File: config.mk
export PLATFORM = sky130hd
export DESIGN_NAME = pkv_ctrl
export DESIGN_NICKNAME = d
export VERILOG_FILES = /design/src/rtl/pkv_pkg.sv /design/src/rtl/pkv_ctrl.sv
export SDC_FILE = /design/constraint.sdc
export NUM_CORES = 1
export LEC_CHECK = 0
export BUFFER_PORTS_ARGS = -buffer_cell sky130_fd_sc_hd__clkbuf_2
export CORE_AREA = 2 2 39 41
export CTS_CLUSTER_DIAMETER = 50
export DETAILED_ROUTE_END_ITERATION = 16
export DIE_AREA = 0 0 41 43
export MAX_ROUTING_LAYER = met4
export PLACE_DENSITY = 0.73
export SYNTH_ARGS = -nofsm -noshare
export SYNTH_HDL_FRONTEND = slang
export SYNTH_SLANG_ARGS = --single-unit
File: constraint.sdc
create_clock -name clk -period 2.1 [get_ports clk]
set_clock_uncertainty 0.1 [all_clocks]
set_input_delay 0.315 -clock clk [delete_from_list [all_inputs] [get_ports clk]]
set_output_delay 0.315 -clock clk [all_outputs]
set_load 0.02 [all_outputs]
File: src/rtl/pkv_pkg.sv
// Shared types and constants of the pooled key/value table.
// No dependencies; imported by the interface, controller, datapath, top and checker files.
package pkv_pkg;

	// Field widths of the request and response channels
	localparam int FUNC_W   = 3;
	localparam int HANDLE_W = 6;
	localparam int KEY_W    = 32;
	localparam int VALUE_W  = 32;
	localparam int STATUS_W = 2;
	localparam int TOTAL_W  = 7;

	// Operation codes
	localparam logic [FUNC_W-1:0] FUNC_CREATE   = 3'd0;
	localparam logic [FUNC_W-1:0] FUNC_CONTAINS = 3'd1;
	localparam logic [FUNC_W-1:0] FUNC_GET      = 3'd2;
	localparam logic [FUNC_W-1:0] FUNC_SET      = 3'd3;
	localparam logic [FUNC_W-1:0] FUNC_DELETE   = 3'd4;

	// Response status codes
	localparam logic [STATUS_W-1:0] ST_OK        = 2'd0;
	localparam logic [STATUS_W-1:0] ST_NOT_FOUND = 2'd1;
	localparam logic [STATUS_W-1:0] ST_POOL_FULL = 2'd2;

	// Controller to datapath commands
	typedef struct packed {
		logic                init_wr;    // clearing pass: write one entry
		logic                latch;      // capture request fields
		logic                hdr_rd;     // read header entry at handle
		logic                hdr_chk;    // capture item count of the header
		logic                scan_start; // reset scan pointer and hit flag
		logic                scan_step;  // one scan read/compare
		logic                act;        // apply lookup outcome
		logic                alloc;      // take popped free entry
		logic                res_set;    // fixed result, all fields but status zero
		logic [STATUS_W-1:0] res_status; // status for res_set
		logic                load_out;   // move result into output register
	} cmd_t;

	// Datapath to controller status
	typedef struct packed {
		logic init_last;  // clearing pass at last entry
		logic op_create;
		logic op_unused;  // func code outside the defined set
		logic free_empty;
		logic handle_oob; // handle beyond the pool
		logic live;       // header entry is a live dictionary
		logic scan_hit;
		logic scan_miss;
		logic need_alloc; // set of a new key with a free entry left
	} sts_t;

endpackage

File: src/rtl/pkv_ctrl.sv
// Controller state machine of the key/value table: sequences clearing,
// lookup scan, update and result transfer. Depends on pkv_pkg.
module pkv_ctrl (
	input  logic          clk,
	input  logic          arst_n,
	input  logic          in_valid,
	output logic          in_ready,
	input  logic          out_ready,
	output logic          out_valid,
	output pkv_pkg::cmd_t cmd,
	input  pkv_pkg::sts_t sts
);
	import pkv_pkg::*;

	localparam logic [3:0] S_INIT   = 4'd0;
	localparam logic [3:0] S_IDLE   = 4'd1;
	localparam logic [3:0] S_DECODE = 4'd2;
	localparam logic [3:0] S_HDR    = 4'd3;
	localparam logic [3:0] S_HCHK   = 4'd4;
	localparam logic [3:0] S_SCAN   = 4'd5;
	localparam logic [3:0] S_ACT    = 4'd6;
	localparam logic [3:0] S_POP    = 4'd7;
	localparam logic [3:0] S_ALLOC  = 4'd8;
	localparam logic [3:0] S_EMIT   = 4'd9;

	logic [3:0] state_q;
	logic [3:0] state_d;
	logic       out_valid_q;
	logic       out_free;

	// Output register can take a result when empty or being drained
	assign out_free  = !out_valid_q || out_ready;
	assign in_ready  = (state_q == S_IDLE);
	assign out_valid = out_valid_q;

	// Next state and commands
	always_comb begin
		state_d = state_q;
		cmd     = '0;
		unique case (state_q)
			S_INIT: begin
				cmd.init_wr = 1'b1;
				if (sts.init_last) begin
					state_d = S_IDLE;
				end
			end
			S_IDLE: begin
				if (in_valid) begin
					cmd.latch = 1'b1;
					state_d   = S_DECODE;
				end
			end
			S_DECODE: begin
				if (sts.op_unused) begin
					cmd.res_set    = 1'b1;
					cmd.res_status = ST_OK;
					state_d        = S_EMIT;
				end else if (sts.op_create) begin
					if (sts.free_empty) begin
						cmd.res_set    = 1'b1;
						cmd.res_status = ST_POOL_FULL;
						state_d        = S_EMIT;
					end else begin
						state_d = S_POP;
					end
				end else if (sts.handle_oob) begin
					cmd.res_set    = 1'b1;
					cmd.res_status = ST_NOT_FOUND;
					state_d        = S_EMIT;
				end else begin
					state_d = S_HDR;
				end
			end
			S_HDR: begin
				cmd.hdr_rd = 1'b1;
				state_d    = S_HCHK;
			end
			S_HCHK: begin
				cmd.hdr_chk = 1'b1;
				if (sts.live) begin
					cmd.scan_start = 1'b1;
					state_d        = S_SCAN;
				end else begin
					cmd.res_set    = 1'b1;
					cmd.res_status = ST_NOT_FOUND;
					state_d        = S_EMIT;
				end
			end
			S_SCAN: begin
				cmd.scan_step = 1'b1;
				if (sts.scan_hit || sts.scan_miss) begin
					state_d = S_ACT;
				end
			end
			S_ACT: begin
				cmd.act = 1'b1;
				state_d = sts.need_alloc ? S_POP : S_EMIT;
			end
			S_POP: begin
				// free list head read lands in the next cycle
				state_d = S_ALLOC;
			end
			S_ALLOC: begin
				cmd.alloc = 1'b1;
				state_d   = S_EMIT;
			end
			S_EMIT: begin
				if (out_free) begin
					cmd.load_out = 1'b1;
					state_d      = S_IDLE;
				end
			end
			default: begin
				state_d = S_INIT;
			end
		endcase
	end

	// State register
	always_ff @(posedge clk or negedge arst_n) begin
		if (!arst_n) begin
			state_q <= S_INIT;
		end else begin
			state_q <= state_d;
		end
	end

	// Output valid flag
	always_ff @(posedge clk or negedge arst_n) begin
		if (!arst_n) begin
			out_valid_q <= 1'b0;
		end else if (cmd.load_out) begin
			out_valid_q <= 1'b1;
		end else if (out_ready) begin
			out_valid_q <= 1'b0;
		end
	end
endmodule

### Word-level counts from Yosys, hierarchy flattened

Cells that the tools add are included.

* flip-flop bits (word level): 5
* input port bits: 13
* output and inout bits: 14

* eq/ne operators: 13
* multiplexer cells: 30
* reduce and logical (&&, ||, !) cells: 6

Operators by type and width (count)
* 4-bit 2-to-1 mux: 10
* 4-bit case mux with 10 select lines: 1
* 4-bit by 3-bit == test with 1-bit output (second input constant): 4
* 3-bit 2-to-1 mux: 5
* 1-bit 2-to-1 mux: 12
* 4-bit by 2-bit == test with 1-bit output (second input constant): 2
* 4-bit == test (second input constant): 2
* 2-bit != test (second input constant): 4
* 3-bit case mux with 2 select lines: 1
* 4-bit by 1-bit == test with 1-bit output (second input constant): 1
* 4-bit zero test: 1
* 4-bit AND reduction: 1
* 1-bit logical OR: 2
* 2-bit 2-to-1 mux: 1
* 2-bit nonzero test: 1
* 1-bit zero test: 1

### Depth between registers and ports, before layout

Gate-level depths: netlist (run 1).

* depth after elaboration: 5
* gate-level depth with buffers: 5
* depth with buffers taken out: 4

### Worst setup path before layout (run 1)

Ideal clock, no wire load.

* kind: register to output
* start point: reg state_q[0]
* end point: out cmd[1] in the netlist's numbering
* arrival time: 1.548 ns
* required time: 1.685 ns
* path slack: 0.137 ns
* stages on the path, launching flop included: 4
* path buffers: 1
* cell sequence: dfrtp_1 clkbuf_1 nor3_1 a22o_1

RTL lines
* from (decl): line pkv_ctrl.sv:26 `logic [3:0] state_q;`
* from (signal assigned): line pkv_ctrl.sv:124 `state_q <= state_d;`
* to (decl): line pkv_ctrl.sv:10 `output pkv_pkg::cmd_t cmd,`

==> metrics, run 1 <==
clk sink count=5; Hold Path End=state_q[2]; type of destination of the critical path=output port; Syn-to-layout area delta=43.4%; Max VDD drop=0.606 mV; Clock Latency Late Sink=240 ps; HPWL after DPL=1100 µm; cells after synthesis=62; Root Driver=clkbuf_4; Slew @ Worst Pin=332 ps; Worst slew margin=77.7%; Critical R2R Launch=state_q[3]; most common cell after layout, fill and taps aside=clkbuf_2; Final Hold Viols=0; Power Density=1290 nW/µm²; Core Area=1380 µm²; Starting Density=34.2%; Max clock buf depth=2; CP Class=flip-flop to output port; die width=41 µm; Ant. Diodes=0; Final setup violation count=0; max-slew violations=0; CP Max Fanout=10; DR WL/cell=12.4 µm; row count=14; R2R Setup Slk=330 ps; vias per cell=5.50; sequential area share after synthesis=26.5%; post-route setup TNS=0 ps; most frequent cells in the layout=clkbuf_2, nor2b_1, nor2_1, nand2_1, dfrtp_1; Tmin final=1990 ps; cts bufs inserted=3; Vias=599; P_leak=0.369 nW; die height=43 µm; Peak Freq=0.502 GHz; H-tree depth=1; Remaining Overflow, GRT=0; TritonCTS clock tree=built; final wirelength=1350 µm; antenna violations before repair=0; Cell Area, Synth=473 µm²; RR Endpoint=state_q[0]; status=complete, no violations; Port Buffers=26; syn_nets=75; final antenna-violating net count=0; Seq cells post-synth=5; nets@finish=107; Total GRT Usage=17.7%; initial drt markers=15; CP required=1680 ps; max_cap viols=0; Ports=27; hold slack final=196 ps; ratio of cells with drive above 1 in the final layout=39.8%; Placer Congestion=0.899; worst r2r path cells=4; drt first pass iters=4; clk slew on worst S/H paths=50 ps; Cell variety after synth=27; first-pass GRT wire length=2140 µm; Worst Hold Class=input pin to flip-flop; largest net degree at the start of global routing=11; Yosys warning count=0; crit share post-route=94.8%; WHS Path Cells=2; RSZ-0062 raised after global routing=false; DRC=0; critical path data arrival time=1580 ps; number of global-route vias before repair=536; Power Total=0.875 mW; Hold Path Origin=sts[5]; Worst setup SP type=flip-flop; die area=1760 µm²; mean post-synth cell area=7.63 µm²
where the power goes:
part	leakage [nW]	internal, mW	switching, mW
sequential	0.0646	0.134	0.0695
clock	0.0177	0.0691	0.0431
combinational	0.286	0.234	0.326
synth_stat cells:
cell      instances  area share, %
nor2b_1           6            7.9
dfrtp_1           5             26
nand2_1           5            4.0
nor2_1            5            4.0
inv_1             4            3.2
nor3_1            4            4.2
and3_1            3            4.0
buf_2             3            3.2
nand2b_1          3            4.0
nor4_1            3            4.0
a22o_1            2            3.7
nand3_1           2            2.1
o22ai_1           2            2.6
o311a_1           2            4.2
a21oi_1           1            1.1
a22oi_1           1            1.6
a31oi_1           1            1.3
and2_1            1            1.3
clkbuf_1          1           0.79
mux2_1            1            2.4
mux2i_1           1            2.1
nand2b_4          1            2.9
nand3_2           1            2.1
o31ai_1           1            1.6
o41ai_1           1            1.9
or4_1             1            1.6
xor2_1            1            1.9
what timing repair did:
action,in CTS,in global routing
hold endpoints to repair,5,0
setup endpoints to repair,0,2
setup buffers,0,0
gates resized for setup,0,1
hold buffers,1,0
cells by family (layout without fill, tap and decap cells):
kind of cell              count (synthesis)  count (layout)  synth area share [%]
xor gates and xnor gates                  1               1                  1.85
DFF                                       5               5                  26.5
AOI/OAI and AO/OA                        11              11                  18.0
buffers and inverters                     8              39                  7.14
and+or+nand+nor                          35              35                  42.1
muxes                                     2               2                  4.50
cell type report:
cell class / count / area [µm²]
Fill cell: 132 / 706
Multi-Input combinational cell: 49 / 320
Timing Repair Buffer: 31 / 170
Sequential cell: 5 / 125
Clock buffer: 3 / 22.5
Tap cell: 16 / 20.0
Inverter: 4 / 15.0
Clock inverter: 1 / 5.00
worst max-delay path: stages, from the launching register on:
cell	delay [ps]
dfrtp_1	480
nand2b_1	230
nor4_2	260
and3_1	200
clkbuf_2	160
stage by stage:
step,worst slack [ps],cell area [µm²],std cells,utilization [%]
after global placement,221,634,104,45.8
after floorplan,137,473,62,-
after CTS,9.96,672,109,48.6
final,109,678,109,49.0
after detailed placement,272,634,104,45.8
after global routing,10.3,678,109,49.0
flip-flops by register name (all words and copies together), names as in the netlist:
name	flops
out_valid	1
state_q	4
metal layers:
metal | GRT usage (%) | share of wire [%] | vias to the layer above
met3 | 3.14 | 8.2 | 2
met2 | 26.9 | 51 | 36
li1 | - | - | 288
met5 | - | 0 | -
met1 | 23.0 | 40 | 273
met4 | 6.00 | 0.30 | 0
worst max-delay path by stage:
| stage | from | endpoint | slack (ps) | cells past startpoint |
|---|---|---|---|---|
| after floorplan | state_q[0] | cmd[1] | 140 | 3 |
| after global placement | state_q[0] | cmd[2] | 220 | 4 |
| after detailed placement | state_q[0] | cmd[2] | 270 | 4 |
| after CTS | state_q[0] | cmd[2] | 10 | 4 |
| after global routing | state_q[1] | cmd[0] | 10 | 5 |
| final | state_q[0] | cmd[2] | 110 | 4 |
Power figures use the tool's default switching activity.
==> run 2, diff against run 1 <==
--- a/config.mk
+++ b/config.mk
@@ -5,6 +5,7 @@
 export SDC_FILE = /design/constraint.sdc
 export NUM_CORES = 1
 export LEC_CHECK = 0
+export ABC_AREA = 1
 export BUFFER_PORTS_ARGS = -buffer_cell sky130_fd_sc_hd__clkbuf_2
 export CORE_AREA = 2 2 39 41
 export CTS_CLUSTER_DIAMETER = 50
@@ -12,6 +13,7 @@
 export DIE_AREA = 0 0 41 43
 export MAX_ROUTING_LAYER = met4
 export PLACE_DENSITY = 0.73
+export SLEW_MARGIN = 20
 export SYNTH_ARGS = -nofsm -noshare
 export SYNTH_HDL_FRONTEND = slang
 export SYNTH_SLANG_ARGS = --single-unit
==> run 2 against run 1 <==
Clock power about the same. First-iteration DRC count down 20%. Design area down 2.8%. Sequential share of layout area up 0.53 points. Sequential cell count unchanged. Area after synthesis up 1.6%. Cell count up 17%. Power down 5.6%. Register-to-register slack better by 440 ps. Largest cell class unchanged. Global-route usage down 1.3 points. Highest routed layer is now met3. Setup slack better by 60 ps.
==> metrics, run 2 <==
ranking of synthesized cells by area=dfrtp_1, nor2_1, nand2_1; Placer Congestion=0.904 (+0.58%); die width=41 µm (unchanged); syn_nets=95 (+27%); post-route setup TNS=0 ps (unchanged); top cells by count, synth=nor2_1, nand2_1, inv_1; Power Density=1250 nW/µm² (-2.9%); Final setup violation count=0 (unchanged); mean post-synth cell area=5.86 µm² (-23%); cts bufs inserted=3 (unchanged); Worst setup SP type=flip-flop; placed insts=123 (+18%); hold_buf cts=1 (unchanged); sequential area share after synthesis=26.0% (-0.41 points); P_leak=0.409 nW (+11%); Worst Hold Class=input pin to flip-flop; nets@finish=126 (+18%); drt first pass iters=4 (unchanged); Slew @ Worst Pin=319 ps (-12.9 ps); crit share post-route=92.0% (-2.8 points); dominant synthesized flop cell=dfrtp_1; Util after Layout=47.6% (-1.4 points); final std cells w/o fill=128 (+17%); cells after synthesis=82 (+32%); type of destination of the critical path=output port; die height=43 µm (unchanged); most common cell after layout, fill and taps aside=clkbuf_2; max FFs per register=4 (unchanged); TritonCTS clock tree=built; Vias=604 (+0.83%); # resized after CTS=0 (unchanged); Multi-input gate area=288 µm² (-10%); first-pass GRT wire length=1940 µm (-9.4%); Worst slew margin=78.7% (+1.0 points); H-tree depth=1 (unchanged); largest register by flop count=state_q; max-slew violations=0 (unchanged); row count=14 (unchanged); Root Driver=clkbuf_4; Tmin final=1930 ps (-59.7 ps); Cell variety after synth=17 (-37%); DR WL/cell=9.97 µm (-19%); most frequent cell after synthesis=nor2_1; final wirelength=1280 µm (-5.4%); clk slew on worst S/H paths=50 ps (about the same); Port Buffers=26 (unchanged); largest net degree at the start of global routing=9 (-2); die area=1760 µm² (unchanged); most frequent cells in the layout=clkbuf_2, nor2_1, nand2_1; Remaining Overflow, GRT=0 (unchanged); Max VDD drop=0.464 mV (-23%); Final Hold Viols=0 (unchanged); total setup buffers inserted after CTS=0 (unchanged); Max clock buf depth=2 (unchanged); Cell Area, Synth=480 µm² (+1.6%); Peak Freq=0.518 GHz (+3.1%); Starting Density=34.7% (+0.54 points); final antenna-violating net count=0 (unchanged); vias per cell=4.72 (-14%); Total GRT Usage=16.4% (-1.3 points); HPWL after DPL=1070 µm (-3.0%); Yosys warning count=0 (unchanged); CP Class=flip-flop to output port; ys async rst share=100% (unchanged); Ports=27 (unchanged); RSZ-0062 raised after global routing=false; status=complete, no violations; clk sink count=5 (unchanged); ratio of cells with drive above 1 in the final layout=33.0% (-6.7 points); Syn-to-layout area delta=37.2%; register area=125 µm² (unchanged); Core Area=1380 µm² (unchanged); Clock Latency Late Sink=240 ps (about the same); CP Max Fanout=5 (-5); initial drt markers=12 (-3); Post-synth EDFFs=0 (unchanged); area share of the largest cell type after synthesis=26.0% (-0.41 points); max_cap viols=0 (unchanged); CP required=1680 ps (about the same); FILL cells=139 (+5.3%); antenna violations before repair=0 (unchanged); Ant. Diodes=0 (unchanged); DRC=0 (unchanged); critical path data arrival time=1520 ps (-60 ps); Seq cells post-synth=5 (unchanged); number of global-route vias before repair=505 (-5.8%); Synth area leader=dfrtp_1
## run 2: cell count changes in the layout (fill, tap and decap cells not counted), moves of 3 or more
cell	previous run	this run
inv_1	4	13
nand3_1	2	10
inv_2	0	3
nand2_1	5	15
and3_1	3	0
nand2b_1	3	0
buf_4	4	0
nor2_1	5	18
nor2b_1	6	0
## run 2: final timing paths
kind / start / end / slack, ps / depth (start not counted)
max: state_q[3] / cmd[1] / 170 / 6
min: out_ready / out_valid / 190 / 2
max reg2reg: state_q[1] / state_q[0] / 770 / 7
min reg2reg: out_valid / out_valid / 450 / 2
max in group asynchronous: arst_n / out_valid / 1440 / 2
min in group asynchronous: arst_n / state_q[2] / 320 / 2
## run 2: stage by stage
step | area (µm²) | setup slack [ps] | total power, mW | hold WS [ps]
2_1_floorplan | 480 | 452 | 0.577 | -80.6
3_3_place_gp | 623 | 495 | 0.701 | 39.9
3_5_place_dp | 623 | 444 | 0.711 | 37.1
4_1_cts | 659 | 178 | 0.827 | 194
5_1_grt | 659 | 38.2 | 0.899 | 205
6_report | 659 | 169 | 0.826 | 193
## run 2: cell type report
class / instances / area share (%)
Tap cell: 16 / 3.04
Inverter: 16 / 9.11
Multi-Input combinational cell: 60 / 43.6
Sequential cell: 5 / 19.0
Timing Repair Buffer: 27 / 21.3
Clock buffer: 4 / 3.98
## run 2: routing by layer
| layer | up-vias | part of all wire [%] | global-route usage, % |
|---|---|---|---|
| li1 | 316 | - | - |
| met1 | 268 | 44 | 21.1 |
| met2 | 20 | 49 | 23.8 |
| met3 | 0 | 6.3 | 6.28 |
| met4 | 0 | 0 | 4.00 |
| met5 | - | 0 | - |
## run 2: worst max-delay path, stage by stage, from the launching register on
cell      delay (ps)
dfrtp_1          410
nor2_2           220
inv_1            150
nor2_4           130
nand2_1           80
o21ai_1          110
clkbuf_2         180
## run 2: where the power goes
group	total (mW)	switching, mW	internal (mW)
registers	0.182	0.0489	0.133
clock network	0.111	0.0391	0.0718
logic	0.533	0.363	0.171
total	0.826	0.451	0.375
## run 2: cells by family (layout without fill, tap and decap cells)
| group | Yosys count | after routing | synth area share [%] |
|---|---|---|---|
| AND/OR/NAND/NOR | 55 | 55 | 53.6 |
| AO/OA/AOI/OAI | 5 | 5 | 6.25 |
| buffers and inverters | 17 | 47 | 14.1 |
| flip-flops | 5 | 5 | 26.0 |
==> run 3, diff against run 2 <==
--- a/config.mk
+++ b/config.mk
@@ -5,7 +5,6 @@
 export SDC_FILE = /design/constraint.sdc
 export NUM_CORES = 1
 export LEC_CHECK = 0
-export ABC_AREA = 1
 export BUFFER_PORTS_ARGS = -buffer_cell sky130_fd_sc_hd__clkbuf_2
 export CORE_AREA = 2 2 39 41
 export CTS_CLUSTER_DIAMETER = 50
@@ -13,6 +12,7 @@
 export DIE_AREA = 0 0 41 43
 export MAX_ROUTING_LAYER = met4
 export PLACE_DENSITY = 0.73
+export REMOVE_ABC_BUFFERS = 1
 export SLEW_MARGIN = 20
 export SYNTH_ARGS = -nofsm -noshare
 export SYNTH_HDL_FRONTEND = slang
==> run 3 against run 2 <==
Worst hold slack got worse by 6.9 ps. Clock power about the same. Sequential power increased by 15%. Sequential cell count unchanged. Critical path type unchanged. Critical endpoint is now cmd[0]. Highest routed layer is now met4.
==> metrics, run 3 (synthesis gave the netlist of run 1 again) <==
Power Density=1270 nW/µm² (+1.3%); post-route setup TNS=0 ps (unchanged); type of destination of the critical path=output port; initial drt markers=8 (-4); status=complete, no violations; Max VDD drop=0.518 mV (+12%); DR WL/cell=12.1 µm (+21%); final std cells w/o fill=108 (-16%); CP required=1680 ps (about the same); Tmin final=1970 ps (+34.6 ps); max-slew violations=0 (unchanged); die height=43 µm (unchanged); FILL cells=149 (+7.2%); Starting Density=34.2% (-0.54 points); Final setup violation count=0 (unchanged); HPWL after DPL=1070 µm (-0.43%); most common cell after layout, fill and taps aside=clkbuf_2; Worst Hold Class=input pin to flip-flop; max FFs per register=4 (unchanged); crit share post-route=93.6% (+1.6 points); die area=1760 µm² (unchanged); hold slack final=186 ps (-6.90 ps); RSZ-0062 raised after global routing=false; Total GRT Usage=17.3% (+0.90 points); Worst setup SP type=flip-flop; drt first pass iters=4 (unchanged); clk sink count=5 (unchanged); antenna violations before repair=0 (unchanged); vias per cell=5.29 (+12%); final antenna-violating net count=0 (unchanged); nets@finish=106 (-16%); DRC=0 (unchanged); largest register by flop count=state_q; number of global-route vias before repair=503 (-0.40%); clk slew on worst S/H paths=40 ps (about the same); Final Hold Viols=0 (unchanged); largest net degree at the start of global routing=13 (+4); Syn-to-layout area delta=41.8%; most frequent cells in the layout=clkbuf_2, nor2b_1, nor2_1, nand2_1; TritonCTS clock tree=built; Top delay family on crit path=flip-flops; row count=14 (unchanged); first-pass GRT wire length=2060 µm (+6.1%); Peak Freq=0.509 GHz (-1.8%); Ports=27 (unchanged); Power Total=0.851 mW (+3.0%); peak per-stage delay on the critical path=470 ps (+60 ps); Root Driver=clkbuf_4; CP Cell Sequence=buf_4, nor2b_1, nand2_1, nor2_1, clkbuf_2; Clock Latency Late Sink=240 ps (about the same); ratio of cells with drive above 1 in the final layout=39.1% (+6.1 points); Vias=571 (-5.5%); Placer Congestion=0.873 (-3.5%); H-tree depth=1 (unchanged); worst slack at placement=243 ps (-200 ps); critical path data arrival time=1550 ps (+30 ps); CP Max Fanout=9 (+4); worst path buffer plus inverter count=2 (unchanged); CP Class=flip-flop to output port; Slowest-stage cell, CP=dfrtp_1; Port Buffers=26 (unchanged); Ant. Diodes=0 (unchanged); Core Area=1380 µm² (unchanged); die width=41 µm (unchanged); Max clock buf depth=2 (unchanged); Slew @ Worst Pin=329 ps (+9.88 ps); placed insts=103 (-16%); cts bufs inserted=3 (unchanged); max_cap viols=0 (unchanged); Worst slew margin=77.8% (-0.95 points); PnR worst setup slack=134 ps (-34.6 ps); Remaining Overflow, GRT=0 (unchanged); final wirelength=1300 µm (+2.1%); P_leak=0.359 nW (-12%)
==> run 3: changes by cell type in the layout (fill, tap and decap cells not counted), moves of 3 or more <==
cell	before	now
nor2_1	18	5
and3_1	0	3
nand3_1	10	2
buf_4	0	3
nand2_1	15	5
nor2b_1	0	6
inv_1	13	4
inv_2	3	0
nand2b_1	0	3
==> run 3: worst reg2reg max path: stages (launching register included) <==
cell,delay [ps]
dfrtp_1,470
buf_4,210
nor2b_1,270
nand3_1,190
nand3_2,110
mux2_1,310
==> run 3: metrics by stage <==
stage	cell area [µm²]	util, %
after floorplan	454	-
after CTS	663	47.9
after detailed placement	627	45.3
final	671	48.5
after global routing	671	48.5
after global placement	627	45.3
==> run 3: what timing repair did <==
| action | 4_1_cts | 5_1_grt |
|---|---|---|
| endpoints found under the hold margin | 5 | 0 |
| setup buffers | 0 | 0 |
| endpoints found under the setup margin | 0 | 2 |
| gates resized for setup | 0 | 2 |
| hold buffers | 1 | 0 |
==> run 3: area by class of cell <==
| class | count | area (µm²) | area share [%] |
|---|---|---|---|
| multi-input cells | 49 | 320 | 47.8 |
| repair buffers | 30 | 163 | 24.3 |
| flip-flops and latches | 5 | 126 | 18.8 |
| clock buffers | 4 | 26.3 | 3.92 |
| well taps | 16 | 20.0 | 2.99 |
| inverters | 4 | 15.0 | 2.24 |
==> run 3: final timing paths <==
path,end,from,slack (ps),cells past startpoint
worst min register to register,state_q[2],state_q[3],540,3
max in group asynchronous,state_q[2],arst_n,1430,2
worst min-delay path,state_q[2],sts[5],190,2
worst max-delay path,cmd[0],state_q[0],130,5
worst max register to register,state_q[0],state_q[0],330,5
min in group asynchronous,out_valid,arst_n,320,2
==> run 3: per-layer routing <==
layer	vias to the layer above	part of all wire, %	GRT usage (%)
li1	289	-	-
met1	257	46	22.3
met2	23	47	25.3
met3	2	6.8	3.14
met4	0	0.61	8.00
met5	-	0	-
==> run 3: report_power, final <==
group,internal (mW),switching [mW],leakage (nW)
logic,0.226,0.307,0.281
clock network,0.0717,0.0373,0.0150
registers,0.136,0.0731,0.0632
